$ cat src/sv/bhtk_pkg.sv
// ----------------------------------------------------------------------------
// bhtk_pkg
// shared types and constants of the byte histogram with top-k report
// ----------------------------------------------------------------------------
`default_nettype none

package bhtk_pkg;

    localparam int TOP_K_DEF      = 10;
    localparam int COUNT_BITS_DEF = 32;

    localparam int SYM_W    = 8;
    localparam int NUM_SYM  = 256;
    localparam int DIST_W   = 9;
    localparam int RANK_W   = 4;
    localparam int TOTAL_W  = 5;
    localparam int OCC_W    = 32;
    localparam int OUT_D_W  = 56;

    localparam logic OP_COUNT  = 1'b0;
    localparam logic OP_REPORT = 1'b1;

    typedef enum logic [1:0] {
        ST_IDLE,
        ST_START,
        ST_SCAN,
        ST_RESULT
    } t_state;

    typedef struct packed {
        logic [DIST_W-1:0] distinct;
        logic              look_valid;
    } t_cnt_stat;

endpackage

`default_nettype wire

$ cat src/sv/bhtk_count.sv
// ----------------------------------------------------------------------------
// bhtk_count
// read-modify-write of the count table with forwarding, entry valid bits
// and the distinct tally
// ----------------------------------------------------------------------------
`default_nettype none

module bhtk_count #(
    parameter int COUNT_BITS = bhtk_pkg::COUNT_BITS_DEF
) (
    input  wire logic                       i_clk,
    input  wire logic                       i_rst_n,
    input  wire logic                       i_accept,
    input  wire logic [bhtk_pkg::SYM_W-1:0] i_sym,
    input  wire logic [COUNT_BITS-1:0]      i_rdata,
    input  wire logic                       i_clear,
    input  wire logic [bhtk_pkg::SYM_W-1:0] i_look_addr,
    output logic                            o_we,
    output logic      [bhtk_pkg::SYM_W-1:0] o_waddr,
    output logic      [COUNT_BITS-1:0]      o_wdata,
    output bhtk_pkg::t_cnt_stat             o_stat
);

    import bhtk_pkg::*;

    localparam logic [COUNT_BITS-1:0] COUNT_MAX = '1;

    logic                  r_s2_valid;
    logic [SYM_W-1:0]      r_s2_sym;
    logic                  r_fwd_hit;
    logic [COUNT_BITS-1:0] r_fwd_val;
    logic [NUM_SYM-1:0]    r_valid;
    logic [DIST_W-1:0]     r_distinct;

    logic [COUNT_BITS-1:0] old_cnt;
    logic [COUNT_BITS-1:0] new_cnt;

    always_comb begin
        if (r_fwd_hit) begin
            old_cnt = r_fwd_val;
        end else if (r_valid[r_s2_sym]) begin
            old_cnt = i_rdata;
        end else begin
            old_cnt = '0;
        end
        new_cnt = (old_cnt == COUNT_MAX) ? old_cnt : old_cnt + 1'b1;
    end

    always_ff @(posedge i_clk) begin
        if (!i_rst_n) begin
            r_s2_valid <= 1'b0;
            r_fwd_hit  <= 1'b0;
            r_valid    <= '0;
            r_distinct <= '0;
        end else begin
            r_s2_valid <= i_accept;
            r_fwd_hit  <= i_accept && r_s2_valid && (r_s2_sym == i_sym);
            if (i_clear) begin
                r_valid    <= '0;
                r_distinct <= '0;
            end else if (r_s2_valid) begin
                r_valid[r_s2_sym] <= 1'b1;
                if (old_cnt == '0) begin
                    r_distinct <= r_distinct + 1'b1;
                end
            end
        end
    end

    always_ff @(posedge i_clk) begin
        r_s2_sym  <= i_sym;
        r_fwd_val <= new_cnt;
    end

    assign o_we              = r_s2_valid;
    assign o_waddr           = r_s2_sym;
    assign o_wdata           = new_cnt;
    assign o_stat.distinct   = r_distinct;
    assign o_stat.look_valid = r_valid[i_look_addr];

endmodule

`default_nettype wire

$ cat config.mk
export PLATFORM = sky130hd
export DESIGN_NAME = bhtk_count
export DESIGN_NICKNAME = d
export VERILOG_FILES = /design/src/sv/bhtk_pkg.sv /design/src/sv/bhtk_count.sv
export SDC_FILE = /design/constraint.sdc
export NUM_CORES = 1
export LEC_CHECK = 0
export ABC_AREA = 1
export BUFFER_PORTS_ARGS = -buffer_cell sky130_fd_sc_hd__buf_4
export CORE_MARGIN = 3
export CORE_UTILIZATION = 23
export CTS_CLUSTER_SIZE = 40
export DETAILED_ROUTE_END_ITERATION = 7
export MAX_ROUTING_LAYER = met4
export PLACE_DENSITY = 0.43
export SYNTH_ARGS = -nofsm -noshare
export SYNTH_HDL_FRONTEND = slang
export SYNTH_SLANG_ARGS = --single-unit
$ cat constraint.sdc
create_clock -name i_clk -period 4.2 [get_ports i_clk]
set_input_delay 0.21 -clock i_clk [delete_from_list [all_inputs] [get_ports i_clk]]
set_output_delay 0.21 -clock i_clk [all_outputs]
set_load 0.01 [all_outputs]
-- Yosys cells after proc, flatten, opt, wreduce, memory -nomap -nowiden
Cells that the tools add are included.
- bits in registers: 307
- bits of input ports: 52
- output and inout port bits: 51
- logic and storage cells: 30
- add/subtract/negate cells: 2
- order comparisons: 3
- equality and inequality tests: 2
- mux-type cells: 9
- bitwise logic cells: 2
- reductions and logical operators: 6
- operators with widths (kind ; number):
    256-bit OR ; 1
    32-bit two-way mux ; 3
    32-bit by 1-bit adder with 32-bit output (second input constant) ; 1
    32-bit equality test (second input constant) ; 1
    32-bit zero test ; 1
    8-bit by 9-bit less-than comparator with 1-bit output (second input constant) ; 2
    1-bit binary-select mux with 8-bit select ; 2
    9-bit by 1-bit adder with 9-bit output (second input constant) ; 1
    1-bit demux with 8-bit select ; 1
    8-bit equality test ; 1
    8-bit by 1-bit greater-or-equal comparator with 1-bit output (second input constant) ; 1
    1-bit logical AND ; 3
    1-bit two-way mux ; 3
    2-bit AND reduction ; 1
    2-bit OR reduction ; 1
    1-bit inverter ; 1

-- Longest topological paths before layout
- depth in word-level cells: 6
- gate-level depth with buffers: 30
- depth with buffers taken out: 25

-- Worst setup path before layout
Ideal clock, no wire load.
- kind: register to output
- from: reg r_s2_sym[0] (netlist: o_waddr[0])
- to: out o_wdata[10]
- arrival: 2.851 ns
- data required time: 3.990 ns
- slack: 1.139 ns
- stages on the path, launching flop included: 26
- path buffers: 5
- path through: dfxtp_1 > buf_6 > buf_6 > buf_4 > nand2_1 > o21ai_0 > nand2_1 > nand2_1 > nand2_1 > nand2_1 > nor2_1 > nor2_1 > nor2_1 > nand2_1 > nand2_1 > nand2_1 > nor2_4 > buf_4 > o21ai_0 > nand2_1 > nor2_1 > nand2_1 > nor2_4 > nand3b_4 > buf_4 > nand3_1
- longest elaborated chain between the ends: 6
- elaborated cells between the ends (all ways): 7
- those cells by class: add/sub: 1; eq/ne: 1; mux: 5
- ends and longest elaborated chain (item ; line ; source):
    start: declaration ; bhtk_count.sv:29 ; logic [SYM_W-1:0] r_s2_sym;
    start signal: assignment ; bhtk_count.sv:71 ; r_s2_sym <= i_sym;
    1-bit binary-select mux with 8-bit select (*) ; bhtk_count.sv:41 ; end else if (r_valid[r_s2_sym]) begin
    1-bit two-way mux (not written as such) (*) ; bhtk_count.sv:41 ;
    32-bit two-way mux (*) ; bhtk_count.sv:41 ;
    32-bit two-way mux (*) ; bhtk_count.sv:39 ; if (r_fwd_hit) begin
    32-bit by 1-bit adder with 32-bit output / 32-bit equality test (equally long branches) ; bhtk_count.sv:46 ; new_cnt = (old_cnt == COUNT_MAX) ? old_cnt : old_cnt + 1'b1;
    32-bit two-way mux (*) ; bhtk_count.sv:46 ;
    end: declaration ; bhtk_count.sv:20 ; output logic [COUNT_BITS-1:0] o_wdata,
Every way passes the cells marked *; elsewhere a longest branch is shown, timed or not. The select of a mux whose other input is x is not followed.

-- Worst setup path in the final report
- from: reg r_s2_sym[0] (netlist: o_waddr[0])
- to: out o_wdata[11]
The elaborated chain is that of the path after synthesis.

==> flow_metrics.py <==
metrics = {
    "yosys": {
        "netlist_top_cells_area": "dfxtp_1, nand2_1, a21oi_1",
        "synth-seq-cells": 307,
        "synth.net_count": 2794,
        "ys_seq_area_share_pct": 36.8,
        "synth_edf_count": 0,
        "synth_cells": 2740,
        "synth-main-ff-cell": "dfxtp_1",
        "netlist.area_leader.share_pct": 36.8,
        "avgSynthCellArea_sq_um": 6.09,
        "yosys_warnings": 0,
        "synth_area_leader_cell": "dfxtp_1",
        "yosysUniqueCellTypes": 36,
        "async_reset_ff_share_pct": 0,
        "synth.cell_area_sq_um": 16700,
    },
    "floorplan": {
        "num_io_pins": 103,
        "core_sq_um": 71700,
        "die_area_sq_um": 75900,
        "rows": 98,
        "start_util_pct": 23.3,
        "die_x_um": 275,
        "die_h_um": 275,
    },
    "drt": {
        "routedWlPerCell_um": 18.8,
        "dr.pass1.iters": 6,
        "drt_iter0_drc": 1535,
        "routed-via-count": 18000,
        "drc": 0,
        "via_per_inst": 4.69,
        "ant_nets": 0,
        "routed_wl_um": 72100,
    },
    "timing": {
        "setup_viol": 0,
        "slew_headroom_pct": 14.6,
        "rsz0062_at_grt": "true",
        "fmax_mhz": 239,
        "drv_slew": 0,
        "period_needed_ns": 4.19,
        "hold_violations": 0,
        "fin_worst_skew_ns": 0.0330,
        "fin_crit_sh_pct": 99.8,
        "worst_pin_slew_ns": 1.28,
        "holdWs_ns": 0.0527,
        "fin_ws_ns": 0.00843,
    },
    "finish": {
        "fin_cells": 3830,
        "nets": 2906,
        "drive_above_1_share_pct": 15.4,
        "design_area_sq_um": 21500,
        "area_delta_synth_final_pct": 28.6,
        "fill_cells": 7951,
    },
    "clock_tree": {
        "numCtsBuffers": 38,
        "cts-root-buf": "clkbuf_16",
        "cts_tree": "yes",
        "ctsLongestPathBuffers": 3,
        "h-tree-depth": 2,
        "clkSinkCount": 307,
        "clkTransAtPathRegs_ns": 0.06,
        "clk_latency_ns": 0.57,
    },
    "critical_path": {
        "cp-startpoint": "o_waddr[0]$_DFF_P_",
        "cp_data_required_time_ns": 3.99,
        "worst-setup-path-type": "flip-flop to output pin",
        "cp-end-kind": "output pin",
        "crit_fanout": 16,
        "critical_path_arrival_ns": 3.98,
        "cp-start-kind": "flip-flop",
        "worstReg2RegStart": "o_waddr[0]$_DFF_P_",
    },
    "grt": {
        "antenna_found_initial": 0,
        "grt_pass1_wl_um": 106000,
        "grtUsageTotal_pct": 18.8,
        "grt_max_degree": 142,
        "grt_pass1_vias": 17000,
        "grt-ovfl-total": 0,
    },
    "place": {
        "pre_cts_ws_ns": 0.314,
        "dpl.hpwl_um": 43100,
        "dp_cells": 3715,
        "place_area_sq_um": 19000,
        "gp_congestion": 0.841,
        "portBuffers": 102,
    },
    "outcome": {
        "outcome": "complete, no violations",
    },
    "worst_hold_path": {
        "hold_start": "i_rst_n",
        "hp-class": "input port to flip-flop",
    },
    "pwr": {
        "p_leak_uw": 0.00851,
        "total_power_uw": 7020,
        "max-vdd-ir-drop_mv": 0.271,
        "p_per_area_nw_per_um2": 327,
    },
    "flow_run": {
        "drv_cap": 0,
    },
}
==> worst max-delay path: stages, from the launching register on <==
cell and delay [ns]:
dfxtp_4 0.45, buf_12 0.17, buf_8 0.12, clkbuf_16 0.16, o21ai_1 0.07, nand2_1 0.06
nand2_1 0.05, nand2_1 0.05, nand2_1 0.06, nor2_2 0.12, nor2_1 0.05, nor2_1 0.19
nand2_1 0.07, nand2_1 0.07, nand2_2 0.09, nor2_4 0.30, buf_12 0.19, nor2_2 0.04
nor2_2 0.15, inv_2 0.08, nand2_2 0.08, nor2_2 0.04, and2_4 0.14, nand3b_4 0.12
buf_12 0.17, nand3_1 0.12, buf_4 0.17
==> kinds of logic after synthesis <==
kind of cell,count (synthesis),share of synthesized area [%]
and+or+nand+nor,1349,31.4
adders and majority gates,2,0.150
buffers and inverters,395,9.79
xor gates and xnor gates,15,0.787
DFF,307,36.8
AOI/OAI and AO/OA,672,21.1
==> synthesized netlist by cell type, types with 2 or more instances <==
cell type  count
a21oi_1      320
inv_2          3
dfxtp_1      307
nor3_1        22
buf_4         15
buf_6         10
nand3b_1       2
clkinv_1       2
nor2_4         2
clkbuf_1     128
ha_1           2
o32ai_1        8
buf_1          9
xor2_1        12
o22ai_1       20
nor2_1       361
inv_1        212
o21ai_2        2
nand2_1      883
nand4_1        3
a221oi_1      20
nor2_2         5
o21ai_1       39
o21ai_0      257
buf_2         16
xnor2_1        3
o221ai_1       2
nand3_1       67
==> repair_timing <==
item / 4_1_cts / 5_1_grt
setup buffers: 11 / 12
cloned: 3 / 12
endpoints found under the hold margin: 11 / 0
hold buffers: 11 / 0
gates resized for setup: 66 / 136
pin swaps: 7 / 21
endpoints found under the setup margin: 32 / 32
==> final cells by class <==
cell class / count / area, sq um / share of cell area (%)
diodes: 1 / 2.50 / 0.0117
clock inverters: 12 / 161 / 0.752
flip-flops and latches: 307 / 6150 / 28.7
well taps: 950 / 1190 / 5.54
clock buffers: 55 / 1110 / 5.19
multi-input cells: 2038 / 9510 / 44.3
repair buffers: 250 / 2510 / 11.7
inverters: 217 / 825 / 3.84
==> power breakdown <==
group	internal, uW	total, uW	leakage, uW	switching (uW)
combinational	207	659	0.00540	452
clock	2030	3430	0.000635	1400
sequential	2920	2930	0.00248	12.8
==> sequential cells by signal, summed over array words and instances (netlist names) <==
| signal | flops |
|---|---|
| r_fwd_hit | 1 |
| o_we | 1 |
| o_waddr | 8 |
| r_valid | 256 |
| r_distinct | 9 |
| r_fwd_val | 32 |
==> metrics by stage <==
stage / util (%) / TNS, ns
after floorplan: - / 0
after global placement: 26.4 / 0
after detailed placement: 26.4 / 0
after CTS: 28.9 / -0.0602
after global routing: 29.9 / -3.38
final: 29.9 / 0
==> metal layers <==
| layer | GRT usage [%] | up-vias | wire length, um |
|---|---|---|---|
| met5 | - | - | 0 |
| met4 | 4.84 | 0 | 1860 |
| met3 | 2.75 | 97 | 4380 |
| met2 | 28.8 | 527 | 31700 |
| met1 | 25.8 | 8344 | 34200 |
| li1 | - | 8994 | - |
==> cells in the final DEF, fill, tap and decap left out, types with 16 or more instances in the layout <==
master / synthesis / final
nand2_1: 883 / 855
a21oi_1: 320 / 320
nor2_1: 361 / 313
dfxtp_1: 307 / 304
o21ai_0: 257 / 225
inv_1: 212 / 209
buf_4: 15 / 186
o21ai_1: 39 / 58
clkbuf_16: 0 / 49
nand3_1: 67 / 48
nor2_2: 5 / 39
nand2_2: 1 / 26
buf_12: 0 / 21
o22ai_1: 20 / 20
a221oi_1: 20 / 20
nor2_4: 2 / 16
nor3_2: 0 / 16
==> worst paths after layout <==
path	to	slack, ns	cells past startpoint
hold reg to reg	r_valid[148]$_SDFFE_PP0P_	0.47	2
hold / removal	r_distinct[0]$_SDFFE_PP0P_	0.05	5
setup / recovery	o_wdata[11]	0.008	26
setup reg to reg	r_distinct[7]$_SDFFE_PP0P_	0.36	26
No activity file was read; power rests on OpenSTA's default activity.
