### config.mk
export PLATFORM = sky130hd
export DESIGN_NAME = bhtk_scan
export DESIGN_NICKNAME = d
export VERILOG_FILES = /design/src/sv/bhtk_pkg.sv /design/src/sv/bhtk_scan.sv
export SDC_FILE = /design/constraint.sdc
export NUM_CORES = 1
export LEC_CHECK = 0
export BUFFER_PORTS_ARGS = -buffer_cell sky130_fd_sc_hd__buf_2
export CORE_AREA = 2 2 166 168
export CTS_BUF_LIST = sky130_fd_sc_hd__clkbuf_2
export CTS_CLUSTER_DIAMETER = 150
export DETAILED_ROUTE_END_ITERATION = 6
export DIE_AREA = 0 0 168 170
export PLACE_DENSITY = 0.51
export SYNTH_ARGS = -nofsm -noshare
export SYNTH_HDL_FRONTEND = slang
export SYNTH_SLANG_ARGS = --single-unit
### constraint.sdc
create_clock -name i_clk -period 5.02 [get_ports i_clk]
set_clock_uncertainty 0.1 [all_clocks]
set_input_delay 0.251 -clock i_clk [delete_from_list [all_inputs] [get_ports i_clk]]
set_output_delay 0.251 -clock i_clk [all_outputs]
set_load 0.02 [all_outputs]
### src/sv/bhtk_pkg.sv
// ----------------------------------------------------------------------------
// bhtk_pkg
// shared types and constants of the byte histogram with top-k report
// ----------------------------------------------------------------------------
`default_nettype none

package bhtk_pkg;

    localparam int TOP_K_DEF      = 10;
    localparam int COUNT_BITS_DEF = 32;

    localparam int SYM_W    = 8;
    localparam int NUM_SYM  = 256;
    localparam int DIST_W   = 9;
    localparam int RANK_W   = 4;
    localparam int TOTAL_W  = 5;
    localparam int OCC_W    = 32;
    localparam int OUT_D_W  = 56;

    localparam logic OP_COUNT  = 1'b0;
    localparam logic OP_REPORT = 1'b1;

    typedef enum logic [1:0] {
        ST_IDLE,
        ST_START,
        ST_SCAN,
        ST_RESULT
    } t_state;

    typedef struct packed {
        logic [DIST_W-1:0] distinct;
        logic              look_valid;
    } t_cnt_stat;

endpackage

`default_nettype wire

### src/sv/bhtk_scan.sv
// ----------------------------------------------------------------------------
// bhtk_scan
// report sequencer: one pass over the count table per rank, picks the
// largest count that ranks below the previous pick and drives the result
// register
// ----------------------------------------------------------------------------
`default_nettype none

module bhtk_scan #(
    parameter int TOP_K      = bhtk_pkg::TOP_K_DEF,
    parameter int COUNT_BITS = bhtk_pkg::COUNT_BITS_DEF
) (
    input  wire logic                         i_clk,
    input  wire logic                         i_rst_n,
    input  wire logic                         i_s_tvalid,
    input  wire logic                         i_op,
    input  wire logic [COUNT_BITS-1:0]        i_rdata,
    input  wire bhtk_pkg::t_cnt_stat          i_stat,
    input  wire logic                         i_m_tready,
    output logic                              o_idle,
    output logic      [bhtk_pkg::SYM_W-1:0]   o_scan_addr,
    output logic      [bhtk_pkg::SYM_W-1:0]   o_look_addr,
    output logic                              o_clear,
    output logic                              o_m_tvalid,
    output logic      [bhtk_pkg::OUT_D_W-1:0] o_m_tdata,
    output logic                              o_m_tuser,
    output logic                              o_m_tlast
);

    import bhtk_pkg::*;

    localparam logic [SYM_W-1:0] SIGN_FLIP = {1'b1, {(SYM_W-1){1'b0}}};

    t_state                r_state,    n_state;
    logic [SYM_W:0]        r_idx,      n_idx;
    logic                  r_cmp_valid, n_cmp_valid;
    logic [SYM_W-1:0]      r_cmp_sym,  n_cmp_sym;
    logic                  r_cmp_last, n_cmp_last;
    logic [COUNT_BITS-1:0] r_best_cnt, n_best_cnt;
    logic [SYM_W-1:0]      r_best_sym, n_best_sym;
    logic [COUNT_BITS-1:0] r_prev_cnt, n_prev_cnt;
    logic [SYM_W-1:0]      r_prev_sym, n_prev_sym;
    logic [RANK_W-1:0]     r_rank,     n_rank;
    logic [TOTAL_W-1:0]    r_total,    n_total;
    logic                  r_empty,    n_empty;
    logic                  r_out_valid, n_out_valid;
    logic [OUT_D_W-1:0]    r_out_data, n_out_data;
    logic                  r_out_user, n_out_user;
    logic                  r_out_last, n_out_last;

    logic [OCC_W-1:0]      occ;
    logic                  out_free;
    logic                  is_last;
    logic                  clear;
    logic [COUNT_BITS-1:0] look_cnt;
    logic                  below_prev;

    generate
        if (COUNT_BITS > OCC_W) begin : g_occ_sat
            assign occ = (|r_best_cnt[COUNT_BITS-1:OCC_W]) ? '1 : r_best_cnt[OCC_W-1:0];
        end else begin : g_occ_ext
            assign occ = OCC_W'(r_best_cnt);
        end
    endgenerate

    assign out_free    = !r_out_valid || i_m_tready;
    assign is_last     = r_empty || (({1'b0, r_rank} + 1'b1) == r_total);
    assign o_scan_addr = r_idx[SYM_W-1:0] ^ {1'b1, {(SYM_W-1){1'b0}}};
    assign o_look_addr = r_cmp_sym;

    // order: count descending, then signed char order ascending
    assign look_cnt   = i_stat.look_valid ? i_rdata : '0;
    assign below_prev = (r_rank == '0) || (look_cnt < r_prev_cnt) ||
                        ((look_cnt == r_prev_cnt) &&
                         ((r_cmp_sym ^ SIGN_FLIP) > (r_prev_sym ^ SIGN_FLIP)));

    always_ff @(posedge i_clk) begin
        if (!i_rst_n) begin
            r_state     <= ST_IDLE;
            r_cmp_valid <= 1'b0;
            r_out_valid <= 1'b0;
        end else begin
            r_state     <= n_state;
            r_cmp_valid <= n_cmp_valid;
            r_out_valid <= n_out_valid;
        end
    end

    always_ff @(posedge i_clk) begin
        r_idx      <= n_idx;
        r_cmp_sym  <= n_cmp_sym;
        r_cmp_last <= n_cmp_last;
        r_best_cnt <= n_best_cnt;
        r_best_sym <= n_best_sym;
        r_prev_cnt <= n_prev_cnt;
        r_prev_sym <= n_prev_sym;
        r_rank     <= n_rank;
        r_total    <= n_total;
        r_empty    <= n_empty;
        r_out_data <= n_out_data;
        r_out_user <= n_out_user;
        r_out_last <= n_out_last;
    end

    always_comb begin
        n_state     = r_state;
        n_idx       = r_idx;
        n_cmp_valid = 1'b0;
        n_cmp_sym   = r_cmp_sym;
        n_cmp_last  = r_cmp_last;
        n_best_cnt  = r_best_cnt;
        n_best_sym  = r_best_sym;
        n_prev_cnt  = r_prev_cnt;
        n_prev_sym  = r_prev_sym;
        n_rank      = r_rank;
        n_total     = r_total;
        n_empty     = r_empty;
        n_out_valid = r_out_valid && !i_m_tready;
        n_out_data  = r_out_data;
        n_out_user  = r_out_user;
        n_out_last  = r_out_last;
        clear       = 1'b0;
        o_idle      = 1'b0;

        unique case (r_state)
            ST_IDLE: begin
                o_idle = 1'b1;
                if (i_s_tvalid && (i_op == OP_REPORT)) begin
                    n_state = ST_START;
                end
            end
            ST_START: begin
                n_total    = (i_stat.distinct < DIST_W'(TOP_K)) ?
                             TOTAL_W'(i_stat.distinct) : TOTAL_W'(TOP_K);
                n_rank     = '0;
                n_idx      = '0;
                n_best_cnt = '0;
                n_best_sym = '0;
                n_empty    = (i_stat.distinct == '0);
                n_state    = (i_stat.distinct == '0) ? ST_RESULT : ST_SCAN;
            end
            ST_SCAN: begin
                if (!r_idx[SYM_W]) begin
                    n_cmp_valid = 1'b1;
                    n_cmp_sym   = o_scan_addr;
                    n_cmp_last  = (r_idx[SYM_W-1:0] == '1);
                    n_idx       = r_idx + 1'b1;
                end
                if (r_cmp_valid) begin
                    if (below_prev && (look_cnt > r_best_cnt)) begin
                        n_best_cnt = look_cnt;
                        n_best_sym = r_cmp_sym;
                    end
                    if (r_cmp_last) begin
                        n_state = ST_RESULT;
                    end
                end
            end
            ST_RESULT: begin
                if (out_free) begin
                    n_out_valid          = 1'b1;
                    n_out_data           = '0;
                    n_out_data[8:0]      = i_stat.distinct;
                    n_out_data[12:9]     = r_rank;
                    n_out_data[20:13]    = r_best_sym;
                    n_out_data[52:21]    = occ;
                    n_out_user           = !r_empty;
                    n_out_last           = is_last;
                    if (is_last) begin
                        clear   = 1'b1;
                        n_state = ST_IDLE;
                    end else begin
                        n_prev_cnt = r_best_cnt;
                        n_prev_sym = r_best_sym;
                        n_rank     = r_rank + 1'b1;
                        n_idx      = '0;
                        n_best_cnt = '0;
                        n_best_sym = '0;
                        n_state    = ST_SCAN;
                    end
                end
            end
            default: begin
                n_state = ST_IDLE;
            end
        endcase
    end

    assign o_clear    = clear;
    assign o_m_tvalid = r_out_valid;
    assign o_m_tdata  = r_out_data;
    assign o_m_tuser  = r_out_user;
    assign o_m_tlast  = r_out_last;

endmodule

`default_nettype wire

Yosys cells after proc, flatten, opt, wreduce, memory -nomap -nowiden
Cells that the tools add are included.
{"block": "totals", "register_bits": 167, "inputBits": 47, "out_inout_bits": 77, "wordCells": 99}
{"block": "op_classes", "n_addsub": 3, "magnitude_cmp": 4, "n_eq_ne": 13, "muxes": 32, "n_bitwise": 5, "reduce_logical": 25}
{"op": "$mux 32", "n": 5}
{"op": "$pmux 32 s3", "n": 1}
{"op": "$eq 32x32->1", "n": 1}
{"op": "$gt 32x32->1", "n": 1}
{"op": "$lt 32x32->1", "n": 1}
{"op": "$mux 8", "n": 4}
{"op": "$mux 9", "n": 3}
{"op": "$pmux 9 s3", "n": 1}
{"op": "$pmux 8 s3", "n": 1}
{"op": "$ne 2x2->1 const B", "n": 7}
{"op": "$mux 2", "n": 5}
{"op": "$add 9x1->9 const B", "n": 1}
{"op": "$logic_not 9->1", "n": 1}
{"op": "$lt 9x4->1 const B", "n": 1}
{"op": "$reduce_and 3->1", "n": 3}
{"op": "$eq 8x8->1 const B", "n": 1}
{"op": "$gt 8x8->1", "n": 1}
{"op": "$mux 1", "n": 8}
{"op": "$mux 4", "n": 2}
{"op": "$pmux 2 s4", "n": 1}
{"op": "$pmux 4 s2", "n": 1}
{"op": "$reduce_and 4->1", "n": 2}
{"op": "$reduce_and 2->1", "n": 3}
{"op": "$add 4x1->5 const B", "n": 1}
{"op": "other kinds (13)", "n": 26}

Longest topological paths before layout
Gate-level depths: netlist (run 1).
{"block": "logic_depth", "word_depth": 8, "mapped_depth": 10, "mapped_depth_nobuf": 9}

Least setup slack after synthesis (run 1)
Ideal clock, no wire load.
{"block": "synth_timing", "kind": "input-to-reg", "start": "in i_stat[0] (netlist name)", "end": "reg r_best_cnt[0] (netlist: occ[0]), enable pin", "arrival_ps": 4665, "required_time_ps": 4433, "slack_ps": -232, "cell_stages": 10, "n_path_buf": 1, "cell_sequence": "clkbuf_1 and2_1 ha_1 nand4_1 nor4_1 nand2_1 or4_1 o21ai_1 a221oi_1 nor3_1"}
{"block": "synth_via", "elab_chain_cells": 7, "word_cells_on_any_way": 10, "cone_classes": "2 x order compare; 2 x eq/ne; 1 x mux; 5 x reduce/logical"}
{"element": "start, declared", "line": "bhtk_scan.sv:18", "text": "input wire bhtk_pkg::t_cnt_stat i_stat,"}
{"element": "$mux 32 *", "line": "bhtk_scan.sv:72", "text": "assign look_cnt = i_stat.look_valid ? i_rdata : '0;"}
{"element": "net look_cnt[26]", "line": "bhtk_scan.sv:55", "text": "logic [COUNT_BITS-1:0] look_cnt;"}
{"element": "$lt 32x32->1 or $eq 32x32->1 (tied branches)", "line": "bhtk_scan.sv:73, bhtk_scan.sv:74"}
{"element": "$logic_or 1x1->1 or $logic_and 1x1->1 (tied branches)", "line": "bhtk_scan.sv:73, bhtk_scan.sv:74"}
{"element": "$logic_or 1x1->1", "line": "bhtk_scan.sv:73", "text": "assign below_prev = (r_rank == '0) || (look_cnt < r_prev_cnt) ||"}
{"element": "$logic_and 1x1->1 *", "line": "bhtk_scan.sv:150", "text": "if (below_prev && (look_cnt > r_best_cnt)) begin"}
{"element": "$ne 2x2->1 (no line) *"}
{"element": "$reduce_and 5->1 (no line) *"}
{"element": "end signal, assigned", "line": "bhtk_scan.sv:93", "text": "r_best_cnt <= n_best_cnt;"}
{"element": "end, declared", "line": "bhtk_scan.sv:39", "text": "logic [COUNT_BITS-1:0] r_best_cnt, n_best_cnt;"}
Mark *: on every way through the listed nets, which the timed path passes. The rest lies on a longest branch.
A chain may end at the register's enable or synchronous reset.

Final worst setup path (run 1)
{"block": "layout_timing", "start": "reg r_state[0]", "end": "out o_clear"}
{"block": "layout_via", "elab_chain_cells": 2}
{"element": "start, declared", "line": "bhtk_scan.sv:34", "text": "t_state r_state, n_state;"}
{"element": "start signal, assigned", "line": "bhtk_scan.sv:83", "text": "r_state <= n_state;"}
{"element": "$eq 2x2->1", "line": "bhtk_scan.sv:125", "text": "unique case (r_state)"}
{"element": "$mux 1", "line": "bhtk_scan.sv:125"}
{"element": "end, declared", "line": "bhtk_scan.sv:23", "text": "output logic o_clear,"}
Every way passes these cells.

==> impl_metrics.env, run 1 <==
export IMPL_fin_ws_ns=1.84
export IMPL_slew_violations=0
export IMPL_worstPathArrival_ns=2.83
export IMPL_rsz0062_at_grt="false"
export IMPL_pwr_density_cell_nw_per_um2=281
export IMPL_fillers=2629
export IMPL_dpl_instance_area_sq_um=8880
export IMPL_grt_max_degree=41
export IMPL_root_buffer="clkbuf_2"
export IMPL_r2r_cells=10
export IMPL_ios=124
export IMPL_viasPerCell=4.36
export IMPL_p_leak_nw=3.99
export IMPL_fin_area_sq_um=9560
export IMPL_synth_warnings=0
export IMPL_syn_to_final_growth_pct=21.0
export IMPL_dieArea_sq_um=28600
export IMPL_maxCapViolations=0
export IMPL_clk_latency_ns=0.75
export IMPL_multiInputGateArea_sq_um=2540
export IMPL_status="finished, final reports clean"
export IMPL_synth_async_reset_ratio=0
export IMPL_antenna_found_initial=1
export IMPL_postRouteAntennaNets=0
export IMPL_slew_headroom=0.304
export IMPL_netlist_cell_type_count=47
export IMPL_start_kind="flop"
export IMPL_hp_class="input pin to flop"
export IMPL_dr_pass1_iters=4
export IMPL_core_sq_um=26700
export IMPL_synthesis_area_sq_um=7900
export IMPL_end_kind="primary output"
export IMPL_dp_slack_ns=1.48
export IMPL_setup_viol=0
export IMPL_synthFlopType="edfxtp_1"
export IMPL_h_tree_depth=4
export IMPL_mostFrequentLayoutCells="edfxtp_1 (163), buf_2 (120), inv_1 (80)"
export IMPL_period_share=0.634
export IMPL_dp_cells=1058
export IMPL_ys_ff_latch=167
export IMPL_drc=0
export IMPL_place_gp_congestion=0.797
export IMPL_hold_depth=3
export IMPL_layout_commonest_cell="edfxtp_1"
export IMPL_grt_usage=0.129
export IMPL_start_util=0.296
export IMPL_drt_initial_drc_count=237
export IMPL_tightest_slew_ns=1.04
export IMPL_max_freq_mhz=314
export IMPL_crit_fanout=34
export IMPL_syn_inst=609
export IMPL_syn_avg_cell_area_sq_um=13.0
export IMPL_hold_violations=0
export IMPL_fp_dieH_um=170
export IMPL_synth_edf_count=163
export IMPL_vias=4952
export IMPL_grt_pass1_wl_um=28000
export IMPL_dpl_hpwl_um=12500
export IMPL_clockBufferDepth=2
export IMPL_drive_gt1_frac=0.208
export IMPL_setup_tns_ns=0
export IMPL_power_mw=2.68
export IMPL_io_buffers=120
export IMPL_register_area_sq_um=4970
export IMPL_grt_pass1_vias=5191
export IMPL_die_w_um=168
export IMPL_crit_required_ns=4.67
export IMPL_num_rows=60
export IMPL_routed_wl_um=17600
export IMPL_overflow=0
export IMPL_ys_seq_area_frac=0.630
export IMPL_worstSetupPathType="flop to primary output"
export IMPL_cts_sinks=167
export IMPL_numCtsBuffers=17
export IMPL_final_cells=1136
export IMPL_irDropWorstVdd_mv=0.120
export IMPL_cts_tree="yes"
export IMPL_nets=901
export IMPL_fin_crit_ns=3.18
export IMPL_wl_per_cell_um=15.5
export IMPL_cts_reportedPaths_clkPinSlew_ns=0.26
==> cell usage after synthesis (6+ instances only) <==
master / count / area (sq um)
ha_1: 73 / 913
nand2_1: 23 / 86.3
and2_1: 69 / 432
inv_1: 80 / 300
clkbuf_1: 9 / 33.8
and3_1: 6 / 37.5
a21o_1: 6 / 45.0
a21oi_1: 31 / 155
nor2_1: 29 / 109
o21ai_0: 14 / 70.1
xor2_1: 7 / 61.3
nand4_1: 14 / 87.6
buf_4: 10 / 75.1
nand3_1: 13 / 65.1
nor2b_1: 6 / 37.5
edfxtp_1: 163 / 4890
==> cell type report <==
type | count | share of cell area
timing repair buffer | 170 | 0.114
sequential | 167 | 0.521
inverter | 80 | 0.0314
multi-input combinational | 345 | 0.266
tap | 341 | 0.0446
clock inverter | 14 | 0.0141
clock buffer | 18 | 0.00943
antenna | 1 | 0.000262
==> through the flow <==
stage | util | hold WS, ns
2_1_floorplan | - | 0.250
3_3_place_gp | 0.333 | 0.330
3_5_place_dp | 0.333 | 0.335
4_1_cts | 0.358 | 0.00435
5_1_grt | 0.359 | 0.0249
6_report | 0.359 | 0.110
==> worst max-delay path: stages (launching register included) <==
cell,delay (ns)
dfxtp_1,0.57
nand2_1,0.26
nor2_4,0.86
and2_1,0.26
buf_2,0.17
==> flip-flops by register name (all words and copies together) (netlist names) <==
| name | cells |
|---|---|
| o_m_tdata | 53 |
| occ | 32 |
| r_prev_cnt | 32 |
| r_idx | 9 |
| o_look_addr | 8 |
| r_best_sym | 8 |
| r_prev_sym | 8 |
| r_total | 5 |
| r_rank | 4 |
| r_state | 2 |
| o_m_tlast | 1 |
| o_m_tuser | 1 |
| o_m_tvalid | 1 |
| r_cmp_last | 1 |
| r_cmp_valid | 1 |
| r_empty | 1 |
==> path summary, 6_finish.rpt <==
check / slack (ns) / to / start
min: 0.11 / occ[2] / i_stat[0]
max reg2reg: 1.92 / occ[25] / occ[28]
min reg2reg: 0.39 / r_prev_sym[1] / r_best_sym[1]
max: 1.84 / o_clear / r_state[0]
==> what timing repair did <==
action                    CTS  global route
resized for setup           0             0
hold endpoints to repair   50             0
setup buffers               0             0
hold buffers               45             0
==> logic make-up (layout without fill, tap and decap cells) <==
group	Yosys count	after routing	share of synthesized area
DFF	167	167	0.630
and+or+nand+nor	183	183	0.130
adders and majority gates	74	74	0.117
other	1	5	0.000475
buffers and inverters	100	282	0.0532
xor gates and xnor gates	12	12	0.0133
AOI/OAI and AO/OA	72	72	0.0558
==> where the power goes <==
part	total, mW	switching (mW)	internal [mW]	leakage (nW)
logic	0.316	0.185	0.131	2.32
clock network	0.707	0.549	0.158	0.134
registers	1.66	0.0483	1.61	1.54
==> routing by layer <==
| metal | GRT usage | wire, um | up-vias |
|---|---|---|---|
| li1 | - | - | 2498 |
| met1 | 0.172 | 8560 | 2352 |
| met2 | 0.210 | 8220 | 93 |
| met3 | 0.0272 | 626 | 9 |
| met4 | 0.0397 | 151 | 0 |
| met5 | 0 | 0 | - |
No activity file was read; power rests on OpenSTA's default activity.
==> run 2: changes to the inputs <==
- clock period: 5.02 -> 2.65 ns (I/O delays scaled with it)
==> run 2 against run 1 <==
The run now ends with negative setup slack left. Register-to-register slack worse by 2.1 ns. Sequential power is 89% higher. Combinational power grew to 2.6 times the previous value. Critical path depth is 7 higher. Via count is 8.2% higher. Total power is 93% higher. Largest cell class unchanged. Utilization is 3.8 points higher. Non-clock buffer count is 101 higher. Design area is 10% higher.
==> impl_metrics.env, run 2 (synthesized netlist as in run 1, its figures left out) <==
export IMPL_crit_required_ns=2.98
export IMPL_start_kind="flop"
export IMPL_violations="negative setup slack"
export IMPL_pwr_share_seq=0.606
export IMPL_irDropWorstVdd_mv=0.293
export IMPL_worstPathArrival_ns=3.21
export IMPL_internal_power_mw=3.71
export IMPL_switchingPower_mw=1.45
export IMPL_tightest_slew_ns=0.567
export IMPL_r2r_end="occ[5]"
export IMPL_cts_tree="yes"
export IMPL_syn_to_final_growth_pct=33.7
export IMPL_slew_headroom=0.621
export IMPL_period_share=1.09
export IMPL_die_w_um=168
export IMPL_cp_endpoint="occ[5]"
export IMPL_antenna_found_initial=1
export IMPL_critPathLaunch="r_prev_cnt[31]"
export IMPL_status="finished with violations"
export IMPL_slowest_delay_ns=0.44
export IMPL_postRouteAntennaNets=0
export IMPL_clk_latency_ns=0.73
export IMPL_fin_ws_ns=-0.227
export IMPL_grt_pass1_vias=5480
export IMPL_drive_gt1_frac=0.294
export IMPL_h_tree_depth=4
export IMPL_ios=124
export IMPL_nets=1002
export IMPL_drc=0
export IMPL_power_frac_comb=0.159
export IMPL_drt_initial_drc_count=270
export IMPL_place_gp_congestion=0.785
export IMPL_root_buffer="clkbuf_2"
export IMPL_worstReg2RegStart="r_prev_cnt[31]"
export IMPL_dpl_instance_area_sq_um=9520
export IMPL_largest_reg_flops=53
export IMPL_wl_per_cell_um=15.3
export IMPL_max_freq_mhz=348
export IMPL_overflow=0
export IMPL_fin_crit_ns=2.88
export IMPL_fin_area_sq_um=10600
export IMPL_mostFrequentLayoutCells="edfxtp_1 (163), buf_2 (119), inv_1 (79)"
export IMPL_cts_reportedPaths_clkPinSlew_ns=0.27
export IMPL_slew_violations=0
export IMPL_viasPerCell=4.33
export IMPL_p_leak_nw=4.52
export IMPL_routed_wl_um=19000
export IMPL_num_rows=60
export IMPL_grt_max_degree=54
export IMPL_layout_commonest_cell="edfxtp_1"
export IMPL_io_buffers=120
export IMPL_dpl_hpwl_um=13200
export IMPL_start_util=0.296
export IMPL_grt_pass1_wl_um=28800
export IMPL_worstSetupPathType="flop to flop"
export IMPL_numCtsBuffers=17
export IMPL_vias=5360
export IMPL_maxCapViolations=0
export IMPL_p_clk_frac=0.235
export IMPL_dieArea_sq_um=28600
export IMPL_r2r_cells=11
export IMPL_core_sq_um=26700
export IMPL_crit_fanout=8
export IMPL_cts_sinks=167
export IMPL_end_kind="flop"
export IMPL_hp_class="input pin to flop"
export IMPL_setup_viol=41
export IMPL_crit_chain="inv_1 > ha_4 > nand4_1 > nor4_4 > nand2_1 > or4_1 > o21ai_2 > a221oi_2 > nor3_4 > buf_6 > buf_8"
export IMPL_slowest_stage="or4_1"
export IMPL_rsz0062_at_grt="true"
export IMPL_dr_pass1_iters=7
export IMPL_r2r_slack_ns=-0.23
export IMPL_pwr_density_cell_nw_per_um2=489
export IMPL_setup_tns_ns=-7.85
export IMPL_fp_dieH_um=170
export IMPL_clockBufferDepth=2
export IMPL_hold_violations=0
export IMPL_grt_usage=0.133
export IMPL_power_share_switching=0.281
run 2: changes by cell type in the layout (fill, tap and decap cells not counted), sizes merged, moves of 2 or more:
cell / change
dlygate4sd3: +21
clkinv: +2
inv: -5
clkinvlp: +2
buf: +79
clkbuf: +2
run 2: through the flow:
| step | utilization | power (mW) | worst slack [ns] | instances | hold WS (ns) |
|---|---|---|---|---|---|
| floorplan | - | 3.57 | -0.662 | 612 | 0.131 |
| finish | 0.396 | 5.17 | -0.227 | 1238 | 0.116 |
| CTS | 0.394 | 5.25 | -0.257 | 1233 | 0.0212 |
| detailed placement | 0.357 | 3.89 | -0.522 | 1126 | 0.229 |
| global route | 0.396 | 5.45 | -0.351 | 1238 | 0.0208 |
| global placement | 0.357 | 3.89 | -0.431 | 1126 | 0.227 |
run 2: repair_timing:
item / in CTS / in global routing
cloned: 1 / 2
resized for setup: 13 / 8
endpoints found under the hold margin: 62 / 0
setup endpoints to repair: 41 / 75
setup buffers: 8 / 2
pin swaps: 11 / 2
hold buffers: 66 / 0
run 2: routing by layer:
| metal | vias up | part of all wire | track usage |
|---|---|---|---|
| met4 | 0 | 0.0088 | 0.0310 |
| met1 | 2529 | 0.47 | 0.168 |
| met3 | 13 | 0.042 | 0.0342 |
| li1 | 2706 | - | - |
| met5 | - | 0 | 0 |
| met2 | 112 | 0.48 | 0.229 |
run 2: area by class of cell:
class                      instances  area (sq um)
multi-input combinational        345          2660
clock buffer                      19          95.1
timing repair buffer             271          2000
clock inverter                    13          97.6
inverter                          80           300
antenna                            2          5.00
tap                              341           427
fill                            2563         16100
sequential                       167          4970
run 2: worst max-delay path: cells and delay by family, from the launching register on:
family,cells,cell delay (ns)
simple gates,5,1.22
flops,1,0.39
buf+inv,3,0.35
fa+ha+maj,1,0.26
compound gates,2,0.23
run 2: power by group through the flow:
stage | combinational, mW | sequential [mW] | clock, mW
final | 0.821 | 3.13 | 1.22
after detailed placement | 0.702 | 3.19 | 0
after CTS | 0.832 | 3.13 | 1.29
after floorplan | 0.382 | 3.18 | 0
after global routing | 0.911 | 3.15 | 1.39
after global placement | 0.698 | 3.19 | 0
run 2: worst min path at each step:
stage / start / end / cells past startpoint
after global routing: i_rst_n / r_state[1] / 3
after floorplan: i_stat[1] / o_m_tdata[0] / 0
after global placement: i_stat[7] / o_m_tdata[6] / 1
after detailed placement: i_stat[9] / o_m_tdata[8] / 1
final: i_rst_n / o_m_tvalid / 3
after CTS: i_rst_n / o_m_tvalid / 3
